[src/hdl/rxb_pkg.sv]
package rxb_pkg;

  // Register indexes of the configuration port.
  localparam int CFG_IDX_W = 2;
  localparam logic [CFG_IDX_W-1:0] REG_KEY_LENGTH = 2'd0;
  localparam logic [CFG_IDX_W-1:0] REG_KEY_BYTES  = 2'd1;

  // Reset values of the configuration registers; the key is "!@#".
  localparam logic [2:0]  KEY_LENGTH_RESET = 3'd3;
  localparam logic [31:0] KEY_BYTES_RESET  = 32'h0023_4021;

  localparam logic [7:0] ROT_AMOUNT = 8'd13;
  localparam logic [7:0] PAD_CHAR   = 8'h3D;

  // Maximum number of characters one byte can produce.
  localparam int GROUP_CHARS = 4;

  // Characters produced by one byte, handed from the encoder to the output buffer.
  typedef struct packed {
    logic [GROUP_CHARS-1:0][7:0] chars;
    logic [2:0]                  cnt;
    logic                        last;
  } rxb_group_t;

  // Letters are rotated by 13 within their own case; other bytes pass.
  function automatic logic [7:0] rot13(input logic [7:0] c);
    logic [7:0] r;
    r = c;
    if ((c >= 8'h61 && c <= 8'h6D) || (c >= 8'h41 && c <= 8'h4D)) begin
      r = c + ROT_AMOUNT;
    end else if ((c >= 8'h6E && c <= 8'h7A) || (c >= 8'h4E && c <= 8'h5A)) begin
      r = c - ROT_AMOUNT;
    end
    return r;
  endfunction

  // Standard base64 alphabet.
  function automatic logic [7:0] b64_char(input logic [5:0] v);
    logic [7:0] r;
    if (v < 6'd26) begin
      r = 8'h41 + {2'b00, v};
    end else if (v < 6'd52) begin
      r = 8'h61 + {2'b00, v} - 8'd26;
    end else if (v < 6'd62) begin
      r = 8'h30 + {2'b00, v} - 8'd52;
    end else if (v == 6'd62) begin
      r = 8'h2B;
    end else begin
      r = 8'h2F;
    end
    return r;
  endfunction

endpackage

[src/hdl/rxb_if.sv]
interface rxb_byte_if;
  logic       valid;
  logic       ready;
  logic [7:0] data_byte;
  logic       end_of_message;
  modport source (output valid, output data_byte, output end_of_message, input ready);
  modport sink (input valid, input data_byte, input end_of_message, output ready);
endinterface

interface rxb_char_if;
  logic       valid;
  logic       ready;
  logic [7:0] encoded_char;
  logic       last_char;
  modport source (output valid, output encoded_char, output last_char, input ready);
  modport sink (input valid, input encoded_char, input last_char, output ready);
endinterface

interface rxb_cfg_if;
  logic        valid;
  logic        ready;
  logic [1:0]  index;
  logic [31:0] data;
  modport source (output valid, output index, output data, input ready);
  modport sink (input valid, input index, input data, output ready);
endinterface

[src/hdl/rxb_cfg_regs.sv]
module rxb_cfg_regs (
  input  logic        clk,
  input  logic        rst,
  rxb_cfg_if.sink     cfg,
  output logic [2:0]  key_length,
  output logic [31:0] key_bytes
);
  import rxb_pkg::*;

  assign cfg.ready = 1'b1;

  // Writes to an unknown index are dropped.
  always_ff @(posedge clk) begin
    if (rst) begin
      key_length <= KEY_LENGTH_RESET;
      key_bytes  <= KEY_BYTES_RESET;
    end else if (cfg.valid) begin
      if (cfg.index == REG_KEY_LENGTH) begin
        key_length <= cfg.data[2:0];
      end else if (cfg.index == REG_KEY_BYTES) begin
        key_bytes <= cfg.data;
      end
    end
  end

endmodule

[src/hdl/rxb_encode.sv]
module rxb_encode #(
  parameter int MAX_KEY_LEN = 4
) (
  input  logic               clk,
  input  logic               rst,
  input  logic               take,
  input  logic [7:0]         data_byte,
  input  logic               end_of_message,
  input  logic [2:0]         key_length,
  input  logic [31:0]        key_bytes,
  output rxb_pkg::rxb_group_t grp
);
  import rxb_pkg::*;

  localparam int PW = (MAX_KEY_LEN > 1) ? $clog2(MAX_KEY_LEN) : 1;
  localparam logic [3:0] MAX_LEN = 4'(MAX_KEY_LEN);

  localparam logic [1:0] PH_0 = 2'd0;
  localparam logic [1:0] PH_1 = 2'd1;
  localparam logic [1:0] PH_2 = 2'd2;

  logic [PW-1:0] key_position, key_position_next;
  logic [1:0]    group_phase, group_phase_next;
  logic [3:0]    leftover_bits, leftover_bits_next;

  logic [3:0] len, pos, pos_inc;
  logic [7:0] kb, b;

  always_comb begin
    len = {1'b0, key_length};
    if (len == 4'd0) begin
      len = 4'd1;
    end
    if (len > MAX_LEN) begin
      len = MAX_LEN;
    end

    // A shrunken key length wraps the position before use.
    pos = 4'(key_position);
    if (pos >= len) begin
      pos = 4'd0;
    end
    kb = (pos < 4'd4) ? key_bytes[{pos[1:0], 3'b000} +: 8] : 8'h00;
    b  = rot13(data_byte) ^ kb;

    pos_inc = pos + 4'd1;
    key_position_next = (pos_inc >= len) ? '0 : pos_inc[PW-1:0];

    grp.chars = {GROUP_CHARS{PAD_CHAR}};
    grp.last  = end_of_message;
    case (group_phase)
      PH_1: begin
        grp.chars[0]       = b64_char({leftover_bits[1:0], b[7:4]});
        grp.cnt            = 3'd1;
        leftover_bits_next = b[3:0];
        group_phase_next   = PH_2;
      end
      PH_2: begin
        grp.chars[0]       = b64_char({leftover_bits, b[7:6]});
        grp.chars[1]       = b64_char(b[5:0]);
        grp.cnt            = 3'd2;
        leftover_bits_next = 4'd0;
        group_phase_next   = PH_0;
      end
      default: begin
        grp.chars[0]       = b64_char(b[7:2]);
        grp.cnt            = 3'd1;
        leftover_bits_next = {2'b00, b[1:0]};
        group_phase_next   = PH_1;
      end
    endcase

    // The final byte flushes pending bits and pads the group.
    if (end_of_message) begin
      case (group_phase_next)
        PH_1: begin
          grp.chars[1] = b64_char({leftover_bits_next[1:0], 4'b0000});
          grp.cnt      = 3'd4;
        end
        PH_2: begin
          grp.chars[1] = b64_char({leftover_bits_next, 2'b00});
          grp.cnt      = 3'd3;
        end
        default: begin
          grp.cnt = grp.cnt;
        end
      endcase
      key_position_next  = '0;
      group_phase_next   = PH_0;
      leftover_bits_next = 4'd0;
    end
  end

  always_ff @(posedge clk) begin
    if (rst) begin
      key_position  <= '0;
      group_phase   <= PH_0;
      leftover_bits <= 4'd0;
    end else if (take) begin
      key_position  <= key_position_next;
      group_phase   <= group_phase_next;
      leftover_bits <= leftover_bits_next;
    end
  end

endmodule

[src/hdl/rxb_char_out.sv]
module rxb_char_out (
  input  logic                clk,
  input  logic                rst,
  input  logic                load_valid,
  input  rxb_pkg::rxb_group_t grp,
  output logic                can_load,
  rxb_char_if.source          enc
);
  import rxb_pkg::*;

  logic [GROUP_CHARS-1:0][7:0] chars;
  logic [2:0] cnt;
  logic [1:0] idx;
  logic       last;
  logic       take, final_take, at_end;

  assign at_end     = ({1'b0, idx} + 3'd1) == cnt;
  assign take       = enc.valid && enc.ready;
  assign final_take = take && at_end;
  assign can_load   = (cnt == 3'd0) || final_take;

  assign enc.valid        = cnt != 3'd0;
  assign enc.encoded_char = chars[idx];
  assign enc.last_char    = last && at_end;

  always_ff @(posedge clk) begin
    if (load_valid && can_load) begin
      chars <= grp.chars;
      last  <= grp.last;
    end
  end

  always_ff @(posedge clk) begin
    if (rst) begin
      cnt <= 3'd0;
      idx <= 2'd0;
    end else if (load_valid && can_load) begin
      cnt <= grp.cnt;
      idx <= 2'd0;
    end else if (final_take) begin
      cnt <= 3'd0;
      idx <= 2'd0;
    end else if (take) begin
      idx <= idx + 2'd1;
    end
  end

endmodule

[src/hdl/rot13_xor_base64_encoder.sv]
// The first character of a byte appears in the cycle after its message byte transaction.
// Throughput: one byte per cycle when each byte yields one character and the
// receiver is ready; a byte that yields more (up to four for a message's final byte)
// holds off the next until the single-character output channel has taken them all.
// Reset (rst, synchronous, active high) restores the key registers to "!@#" with
// length 3 and clears the key position, group phase, leftover bits and output buffer.
module rot13_xor_base64_encoder #(
  parameter int MAX_KEY_LEN = 4
) (
  input logic        clk,
  input logic        rst,
  rxb_byte_if.sink   msg,
  rxb_char_if.source enc,
  rxb_cfg_if.sink    cfg
);
  import rxb_pkg::*;

  logic [2:0]  key_length;
  logic [31:0] key_bytes;
  logic        can_load;
  logic        take;
  rxb_group_t  grp;

  // Configuration registers. The user is to write only while the block is idle, which
  // the block does not enforce; a new key then applies from the next byte on.
  rxb_cfg_regs u_cfg (
    .clk        (clk),
    .rst        (rst),
    .cfg        (cfg),
    .key_length (key_length),
    .key_bytes  (key_bytes)
  );

  // A byte transaction is taken whenever the output buffer is empty or is
  // handing over its final character in this same cycle.
  assign msg.ready = can_load;
  assign take      = msg.valid && can_load;

  // Rotation, key XOR and base64 grouping, with the running state registers.
  rxb_encode #(
    .MAX_KEY_LEN (MAX_KEY_LEN)
  ) u_encode (
    .clk            (clk),
    .rst            (rst),
    .take           (take),
    .data_byte      (msg.data_byte),
    .end_of_message (msg.end_of_message),
    .key_length     (key_length),
    .key_bytes      (key_bytes),
    .grp            (grp)
  );

  // Result register: holds the characters of one byte and serializes them
  // onto the output channel, one transaction per character.
  rxb_char_out u_out (
    .clk        (clk),
    .rst        (rst),
    .load_valid (msg.valid),
    .grp        (grp),
    .can_load   (can_load),
    .enc        (enc)
  );

endmodule

[src/flat_wrapper.sv]
// flat-port wrapper written by rule: the top's interface ports become plain ports
module rot13_xor_base64_encoder_flat import rxb_pkg::*;
#(
  parameter int MAX_KEY_LEN = 4
)
  (clk, rst, msg_valid, msg_data_byte, msg_end_of_message, msg_ready, enc_valid, enc_encoded_char, enc_last_char, enc_ready, cfg_valid, cfg_index, cfg_data, cfg_ready);
  rxb_byte_if msg_i ();
  rxb_char_if enc_i ();
  rxb_cfg_if cfg_i ();
  input logic clk;
  input logic rst;
  input wire logic [$bits(msg_i.valid)-1:0] msg_valid;
  input wire logic [$bits(msg_i.data_byte)-1:0] msg_data_byte;
  input wire logic [$bits(msg_i.end_of_message)-1:0] msg_end_of_message;
  output wire logic [$bits(msg_i.ready)-1:0] msg_ready;
  output wire logic [$bits(enc_i.valid)-1:0] enc_valid;
  output wire logic [$bits(enc_i.encoded_char)-1:0] enc_encoded_char;
  output wire logic [$bits(enc_i.last_char)-1:0] enc_last_char;
  input wire logic [$bits(enc_i.ready)-1:0] enc_ready;
  input wire logic [$bits(cfg_i.valid)-1:0] cfg_valid;
  input wire logic [$bits(cfg_i.index)-1:0] cfg_index;
  input wire logic [$bits(cfg_i.data)-1:0] cfg_data;
  output wire logic [$bits(cfg_i.ready)-1:0] cfg_ready;
  assign msg_i.valid = msg_valid;
  assign msg_i.data_byte = msg_data_byte;
  assign msg_i.end_of_message = msg_end_of_message;
  assign msg_ready = msg_i.ready;
  assign enc_valid = enc_i.valid;
  assign enc_encoded_char = enc_i.encoded_char;
  assign enc_last_char = enc_i.last_char;
  assign enc_i.ready = enc_ready;
  assign cfg_i.valid = cfg_valid;
  assign cfg_i.index = cfg_index;
  assign cfg_i.data = cfg_data;
  assign cfg_ready = cfg_i.ready;
  rot13_xor_base64_encoder #(.MAX_KEY_LEN(MAX_KEY_LEN)) u_core (.clk(clk), .rst(rst), .msg(msg_i), .enc(enc_i), .cfg(cfg_i));
endmodule
[config.mk]
export PLATFORM = sky130hd
export DESIGN_NAME = rot13_xor_base64_encoder_flat
export DESIGN_NICKNAME = d
export VERILOG_FILES = /design/src/hdl/rxb_pkg.sv /design/src/hdl/rxb_if.sv /design/src/hdl/rxb_cfg_regs.sv /design/src/hdl/rxb_encode.sv /design/src/hdl/rxb_char_out.sv /design/src/hdl/rot13_xor_base64_encoder.sv /design/src/flat_wrapper.sv
export SDC_FILE = /design/constraint.sdc
export NUM_CORES = 1
export LEC_CHECK = 0
export CAP_MARGIN = 20
export CORE_MARGIN = 2
export CORE_UTILIZATION = 35
export DETAILED_ROUTE_END_ITERATION = 12
export DONT_BUFFER_PORTS = 1
export GPL_ROUTABILITY_DRIVEN = 0
export PLACE_DENSITY = 0.58
export SKIP_CTS_REPAIR_TIMING = 1
export SYNTH_ARGS = -nofsm -noshare
export SYNTH_HDL_FRONTEND = slang
export SYNTH_SLANG_ARGS = --single-unit
[constraint.sdc]
create_clock -name clk -period 8.7 [get_ports clk]
set_input_delay 1.74 -clock clk [delete_from_list [all_inputs] [get_ports clk]]
set_output_delay 1.74 -clock clk [all_outputs]
set_load 0.02 [all_outputs]
; Yosys cells after proc, flatten, opt, wreduce, memory -nomap -nowiden
; Index checks and enable logic that the tools add are counted.
[totals]
wordCells = 152
ff_bits = 65
out_inout_bits = 12
inputBits = 48
[op_classes]
n_lt_le_gt_ge = 31
n_reduce_logical = 19
n_addsub = 35
n_eq_ne = 10
muxes = 44
bitwise_logic = 2
shift = 1
[op_table]
columns = operator, count
row1 = 2-to-1 mux 8 bit, 24
row2 = "adder 7 x 6 -> 8 bit, first input constant", 12
row3 = "< comparator 6 bit, second input constant", 12
row4 = "subtractor 7 x 6 -> 8 bit, second input constant", 6
row5 = "subtractor 8 x 5 -> 8 bit, second input constant", 6
row6 = "adder 6 x 6 -> 7 bit, first input constant", 6
row7 = "< comparator 6 x 5 -> 1 bit, second input constant", 6
row8 = "greater-or-equal comparator 8 x 7 -> 1 bit, second input constant", 4
row9 = "<= comparator 8 x 7 -> 1 bit, second input constant", 4
row10 = variable part select 32 x 6 -> 8 bit, 1
row11 = 2-to-1 mux 3 bit, 9
row12 = "equality test 6 bit, second input constant", 4
row13 = one-hot mux 11 bit (2 select lines), 1
row14 = binary-select mux 8 bit (select 2 bit), 1
row15 = one-hot mux 8 bit (2 select lines), 1
row16 = "adder 8 x 4 -> 8 bit, second input constant", 1
row17 = logical AND 1 bit, 8
row18 = 2-to-1 mux 2 bit, 4
row19 = one-hot mux 4 bit (2 select lines), 1
row20 = "subtractor 8 x 4 -> 8 bit, second input constant", 1
row21 = bitwise XOR 8 bit, 1
row22 = "equality test 2 x 1 -> 1 bit, second input constant", 3
row23 = zero test 3 bit, 2
row24 = one-hot mux 3 bit (2 select lines), 1
row25 = 20 further kinds, 23

; Longest topological paths before layout
; Gate-level depths: netlist of run 1.
[logic_depth]
depth_word = 18
depth_mapped = 19
ltp_nobuf = 17

; Modules after synthesis
; From an unflattened synthesis of run 1, not the netlist that was laid out.
[hier_totals]
hier_cells = 737
hier_area_um2 = 6676.4
[by_module_without_submodules]
columns = mod, area_each_um2, seq_area_each_um2, instances, cells_per_inst
row1 = rxb_encode, 3607.2, 160.2, 1, 512
row2 = rxb_cfg_regs, 1554.0, 700.7, 1, 153
row3 = rxb_char_out, 1508.9, 1091.0, 1, 71
row4 = rot13_xor_base64_encoder, 6.3, 0.0, 1, 1

; Least setup slack after synthesis of run 1
; Ideal clock, no wire load.
[synth_path]
path_kind = input -> register
start = in msg_data_byte[0]
end = reg u_core.u_out.chars[6] (netlist name), data pin
required_time_ns = 8.443
n_path_buf = 3
stages = 16
setup_slack_ns = 3.858
setup_time_ns = 0.257
arrival_ns = 4.585
cell_sequence = inv_1 > ha_1 > and4bb_2 > o221ai_1 > nor3_2 > a2bb2oi_2 > or2_1 > buf_4 > buf_6 > ha_1 > clkbuf_1 > inv_1 > nor4_1 > a31o_2 > a21boi_1 > o22a_1
[synth_lines]
columns = item, line
row1 = from (decl), flat_wrapper.sv:13  ; input wire logic [$bits(msg_i.data_byte)-1:0] msg_data_byte;
row2 = to (signal assigned), rxb_char_out.sv:28  ; chars <= grp.chars;
row3 = to (decl), rxb_char_out.sv:11  ; logic [GROUP_CHARS-1:0][7:0] chars;

==> results.md, run 1 <==
- Yosys reg bits: 65
- Chip height: 128 um
- FP Rows: 45
- Final hold violation count: 0
- Yosys top cell by area: dfxtp_1
- Final core utilization: 0.383
- Pin count of the biggest net entering global routing: 49
- Pwr/cell area: 190 nW/um2
- NumNets Final: 755
- CTS sink cnt: 65
- Die X: 128 um
- Maximum cell stage delay along the critical path: 0.60 ns
- Worst VDD drop: 158 uV
- Antenna-violating nets left: 0
- Critical-path cell list: inv_1 -> ha_1 -> nor4b_4 -> o221ai_1 -> nor3_2 -> a2bb2oi_2 -> or2_1 -> inv_6 -> ha_1 -> a211oi_1 -> nand2_2 -> nand4_1 -> o311ai_1 -> o31a_1
- Max Buffers Root-to-Sink: 2
- Pleak: 2.11 nW
- Fin crit share: 0.619
- Syn Nets: 781
- Tightest Hold Check Type: flip-flop to flip-flop
- Syn. warnings: 0
- Post-synth EDFFs: 17
- # H-tree levels: 3
- Final setup TNS: 0 ns
- IO Pins: 60
- 1st-iter DRT viols: 463
- Cells after DPL: 846
- Final setup viols: 0
- Crit path max-delay family: simple AND/OR/NAND/NOR gates
- Cells after synthesis: 697
- Fillers: 1550
- Main synth FF type: dfxtp_1
- Outcome: completed
- Startpoint types: input pin
- Root buffer cell: clkbuf_16
- Vias in the first global route: 4791
- Via count: 5231
- Worst slew pin tran: 0.853 ns
- Placed Area: 5480 um2
- Count of cell types in the netlist: 85
- Synthesized area per cell: 7.75 um2
- DR DRC count: 0
- Clock skew: 0.00855 ns
- Max FO, Critical Path: 17
- Sequential area share after synthesis: 0.272
- Congestion Overflow GR: 0
- RSZ-0062 raised after global routing: no
- Slowest cell on the critical path: or2_1
- N_diodes: 0
- Max Cap Viol: 0
- Cts bufs inserted: 9
- Vias per cell: 6.05
- Drt wl/cell: 17.8 um
- Fin crit period: 5.39 ns
- Initial core utilization: 0.357
- Total wire length: 15400 um
- Full die area: 16400 um2
- Critical path buffer and inverter count: 2
- Post-DP HPWL: 11400 um
- Post-Syn Area: 5400 um2
- Gr usage total: 0.187
- First-pass GRT wire length: 24500 um
- Crit. End Element: flip-flop
- CP arrival: 5.48 ns
- Async set or reset register ratio after synthesis: 0
- Core ar.: 15100 um2
- Worst skew pair latency: 0.35 ns
- Finished Cell Area: 5810 um2
- Synth area leaders: dfxtp_1 18%, edfxtp_1 9.4%, ha_1 8.3%
- Max-slew headroom at the worst pin: 0.425
- Overall power: 1.11 mW
- WS Path Type: input pin to flip-flop
- Share of layout cells above drive strength 1: 0.0740
- DRT Pass-1 Iters: 5
- Fin cells: 864
- Synth-to-layout area growth: 7.46%
- CTS clk-pin slew, worst paths: 0.06 ns
- Input/output buffers: 0
- Max Clk Rate: 0.186 GHz
- Initial antenna violation count: 0
- Share of the synthesized area in the top cell type: 0.178
- CP most frequent cell: ha_1
- CP required: 8.79 ns
- CTS tree: built
- Pins Over Slew Limit: 0
[cells in the final DEF, fill, tap and decap left out, types with 9 or more instances in the layout]
cell type,instances
edfxtp_1,17
mux2i_1,15
a31oi_1,17
nor4_1,9
a21oi_1,68
ha_1,36
nor2b_1,15
inv_1,25
a211o_1,9
nand2_1,113
o22ai_1,10
xnor2_1,9
nor2_1,45
clkbuf_16,9
nor3_1,19
nand3_1,13
dfxtp_1,48
o21ai_0,26
[final timing paths]
| check | start | slack, ns | to | depth (start not counted) |
|---|---|---|---|---|
| max | msg_data_byte[0] | 3.31 | u_core.u_out.chars[13]$_DFFE_PP_ | 14 |
| min | u_core.u_cfg.key_bytes[19]$_SDFFE_PP0P_ | 0.45 | u_core.u_cfg.key_bytes[19]$_SDFFE_PP0P_ | 2 |
| max reg2reg | u_core.u_encode.key_position[0]$_SDFFE_PP0P_ | 3.70 | u_core.u_out.chars[13]$_DFFE_PP_ | 14 |
| min reg2reg | u_core.u_cfg.key_bytes[19]$_SDFFE_PP0P_ | 0.45 | u_core.u_cfg.key_bytes[19]$_SDFFE_PP0P_ | 2 |
[power by group]
group | leakage, nW | total [mW] | internal (mW) | switching (mW)
clock | 0.138 | 0.348 | 0.204 | 0.144
sequential | 0.549 | 0.357 | 0.340 | 0.0175
combinational | 1.43 | 0.401 | 0.140 | 0.261
total | 2.11 | 1.11 | 0.683 | 0.422
[cell type report]
type	count	area, um2	area share
clock buffers	10	239	0.0412
clock inverters	6	50.0	0.00862
inverters	32	128	0.0220
multi-input cells	557	3610	0.622
flip-flops and latches	65	1470	0.253
well taps	188	235	0.0405
repair buffers	6	72.6	0.0125
[kinds of logic after synthesis]
kind of cell	count (synthesis)	share of synthesized area
AOI/OAI and AO/OA	221	0.277
xor gates and xnor gates	16	0.0308
adders and majority gates	36	0.0834
buffers and inverters	75	0.0595
DFF	65	0.272
muxes	16	0.0299
other	1	0.000694
and+or+nand+nor	267	0.246
[flip-flops by register name, indices dropped and copies added, names as in the netlist]
name,flops
u_core.u_out.last,1
u_core.u_cfg.key_length,3
u_core.u_out.chars,16
u_core.u_encode.key_position,2
u_core.u_out.idx,2
u_core.u_encode.group_phase,2
u_core.u_out.cnt,3
u_core.u_cfg.key_bytes,32
u_core.u_encode.leftover_bits,4
[per-stage QoR]
step,hold slack (ns),setup slack (ns)
3_5_place_dp,0.441,3.03
4_1_cts,0.449,3.36
6_report,0.448,3.31
5_1_grt,0.473,3.08
3_3_place_gp,0.437,3.23
2_1_floorplan,0.431,3.86
[worst register-to-register path: stages (launching register included)]
cell	delay, ns
dfxtp_1	0.73
inv_1	0.19
ha_1	0.32
nand2b_1	0.20
a21o_1	0.27
o21ai_0	0.38
and4b_1	0.33
or2_1	0.59
inv_6	0.13
ha_1	0.29
a211oi_1	0.43
nand2_2	0.30
nand4_1	0.18
o311ai_1	0.13
o31a_1	0.29
[routing by layer]
metal / GRT usage / wire length [um] / vias up
li1: - / - / 2504
met4: 0.0730 / 369 / 0
met5: 0 / 0 / -
met2: 0.286 / 6770 / 262
met3: 0.0451 / 1380 / 33
met1: 0.254 / 6900 / 2432
[Yosys cell counts, drive strengths merged, types with 9 or more instances]
master and instances:
a31oi 17, ha 36, nor2b 15, inv 31, nor2 46, a21oi 68, a211o 9, mux2i 15
buf 14, xnor2 11, nor3 22, edfxtp 17, o21ai 30, nand2 114, clkbuf 29, o22ai 10
nor4 11, dfxtp 48, nand3 13
Power figures use the tool's default switching activity.
==> inputs of run 2 (changes only) <==
==> constraint.sdc (replaced) <==
create_clock -name clk -period 5.55 [get_ports clk]
set_input_delay 1.11 -clock clk [delete_from_list [all_inputs] [get_ports clk]]
set_output_delay 1.11 -clock clk [all_outputs]
set_load 0.02 [all_outputs]
==> run 2 against run 1 <==
  * Total power grew 57%
  * Hold slack lost 0.00092 ns
  * First-iteration DRC count shrank 6.5%
  * Global-route usage grew 0.14 points
  * Combinational power grew 57%
  * Via count is essentially flat
  * Setup slack lost 2.6 ns
  * Non-clock buffer count grew 1
==> results.md, run 2 (same netlist as run 1, synthesis figures left out) <==
- Gr usage total: 0.188 (+0.00144)
- Crit path max-delay family: simple AND/OR/NAND/NOR gates
- Max Buffers Root-to-Sink: 2 (unchanged)
- Slowest cell on the critical path: dfxtp_1
- N_diodes: 0 (unchanged)
- Cells after DPL: 849 (+0.35%)
- Max-slew headroom at the worst pin: 0.312 (-0.113)
- Root buffer cell: clkbuf_16
- Internal reg-to-reg setup slack: 0.74 ns (-2.96 ns)
- Post-DP HPWL: 11400 um (+0.24%)
- Drt wl/cell: 17.6 um (-1.1%)
- Most frequent cells in the layout: 113 x nand2_1, 68 x a21oi_1, 48 x dfxtp_1, 45 x nor2_1, 36 x ha_1
- Largest register FFs: 32 (unchanged)
- Die X: 128 um (unchanged)
- Outcome: completed
- WS Path Type: flip-flop to flip-flop
- Storage element area: 1470 um2 (unchanged)
- Max Clk Rate: 0.208 GHz
- Input/output buffers: 0 (unchanged)
- Share of layout cells above drive strength 1: 0.0740 (unchanged)
- Worst skew pair latency: 0.34 ns (about the same)
- Vias in the first global route: 4797 (+0.13%)
- Congestion Overflow GR: 0 (unchanged)
- Pwr/cell area: 299 nW/um2 (+57%)
- Final hold violation count: 0 (unchanged)
- Worst slew pin tran: 1.03 ns (+0.179 ns)
- CP arrival: 4.90 ns (-0.58 ns)
- Fin crit period: 4.81 ns
- Maximum cell stage delay along the critical path: 0.76 ns (+0.16 ns)
- Final setup TNS: 0 ns (unchanged)
- Worst VDD drop: 193 uV (+22%)
- Fin crit share: 0.866
- Gate power share: 0.363 (about the same)
- RSZ-0062 raised after global routing: no
- DR DRC count: 0 (unchanged)
- Initial antenna violation count: 0 (unchanged)
- Pleak: 2.12 nW (+0.37%)
- # H-tree levels: 3 (unchanged)
- Full die area: 16400 um2 (unchanged)
- IO Pins: 60 (unchanged)
- Tightest Hold Check Type: flip-flop to flip-flop
- Sequential power share: 0.322 (about the same)
- Biggest regs: u_core.u_cfg.key_bytes: 32 flops, u_core.u_out.chars: 16 flops, u_core.u_encode.leftover_bits: 4 flops
- Antenna-violating nets left: 0 (unchanged)
- Final core utilization: 0.383 (-0.000826)
- Crit. End Element: flip-flop
- Pins Over Slew Limit: 0 (unchanged)
- First-pass GRT wire length: 24700 um (+0.71%)
- Fin cells: 864 (unchanged)
- CP most frequent cell: ha_1
- Critical-path cell list: ha_1 -> nor2b_1 -> a21o_1 -> o21ai_0 -> and4b_1 -> or2_1 -> inv_6 -> ha_1 -> a211oi_1 -> nand2_2 -> nand4_1 -> o311ai_1 -> o31a_1
- Switch Pwr: 0.644 mW (+52%)
- CTS sink cnt: 65 (unchanged)
- Total wire length: 15200 um (-1.1%)
- Int Power: 1.09 mW (+59%)
- Chip height: 128 um (unchanged)
- DRT Pass-1 Iters: 5 (unchanged)
- Max FO, Critical Path: 17 (unchanged)
- 1st-iter DRT viols: 433 (-6.5%)
- Area of the multi-input gates: 3610 um2 (unchanged)
- Fillers: 1550 (unchanged)
- Core ar.: 15100 um2 (unchanged)
- CP required: 5.64 ns (-3.15 ns)
- FP Rows: 45 (unchanged)
- Pin count of the biggest net entering global routing: 49 (unchanged)
- Vias per cell: 6.05 (about the same)
- Critical path buffer and inverter count: 1 (-1)
- CTS clk-pin slew, worst paths: 0.05 ns (about the same)
- Clock Power Share: 0.315 (about the same)
- Via count: 5226 (-0.096%)
- Synth-to-layout area growth: 7.22%
- Max Cap Viol: 0 (unchanged)
- Clock skew: 0.00580 ns (-0.00274 ns)
- NumNets Final: 756 (+0.13%)
- Most common cell after layout, fill and taps aside: nand2_1
- Cts bufs inserted: 9 (unchanged)
- CTS tree: built
- Initial core utilization: 0.357 (unchanged)
- Largest Register: u_core.u_cfg.key_bytes
- Startpoint types: flip-flop
- Net Sw Frac: 0.371 (-0.0104)
- Final setup viols: 0 (unchanged)
## run 2: path summary, 6_finish.rpt
check                                          startpoint                                     end  depth (start not counted)
min reg2reg        u_core.u_cfg.key_bytes[8]$_SDFFE_PP0P_  u_core.u_cfg.key_bytes[8]$_SDFFE_PP0P_                          2
max          u_core.u_encode.key_position[1]$_SDFFE_PP0P_        u_core.u_out.chars[13]$_DFFE_PP_                         13
max reg2reg  u_core.u_encode.key_position[1]$_SDFFE_PP0P_        u_core.u_out.chars[13]$_DFFE_PP_                         13
min                u_core.u_cfg.key_bytes[8]$_SDFFE_PP0P_  u_core.u_cfg.key_bytes[8]$_SDFFE_PP0P_                          2
## run 2: area by class of cell
| cell class | instances | share of cell area |
|---|---|---|
| Multi-Input combinational cell | 557 | 0.623 |
| Sequential cell | 65 | 0.254 |
| Clock buffer | 11 | 0.0456 |
| Tap cell | 188 | 0.0406 |
| Inverter | 32 | 0.0220 |
| Timing Repair Buffer | 7 | 0.0104 |
| Clock inverter | 4 | 0.00432 |
## run 2: power by group through the flow
stage | sequential, mW | combinational (mW) | clock, mW
6_report | 0.557 | 0.629 | 0.546
5_1_grt | 0.561 | 0.692 | 0.580
4_1_cts | 0.558 | 0.618 | 0.557
3_5_place_dp | 0.568 | 0.615 | 0
3_3_place_gp | 0.567 | 0.610 | 0
2_1_floorplan | 0.553 | 0.503 | 0
## run 2: per-layer routing
metal  track usage  vias up  routed length [um]
li1              -     2511                   -
met1         0.254     2423                6850
met2         0.292      262                6710
met3        0.0513       30                1360
met4        0.0621        0                 328
met5             0        -                   0
## run 2: worst register-to-register path, cell delays in order (launching register included)
cell	delay (ns)
dfxtp_1	0.76
ha_1	0.34
nor2b_1	0.18
a21o_1	0.28
o21ai_0	0.39
and4b_1	0.33
or2_1	0.61
inv_6	0.12
ha_1	0.28
a211oi_1	0.40
nand2_2	0.30
nand4_1	0.18
o311ai_1	0.10
o31a_1	0.27
## run 2: stage by stage
step / hold slack, ns / power (mW) / cell area (um2) / worst slack [ns]
after floorplan: 0.431 / 1.06 / 5400 / 1.34
after CTS: 0.450 / 1.73 / 5790 / 0.820
final: 0.447 / 1.73 / 5790 / 0.744
after global placement: 0.436 / 1.18 / 5490 / 0.826
after detailed placement: 0.441 / 1.18 / 5510 / 0.681
after global routing: 0.471 / 1.83 / 5790 / 0.432
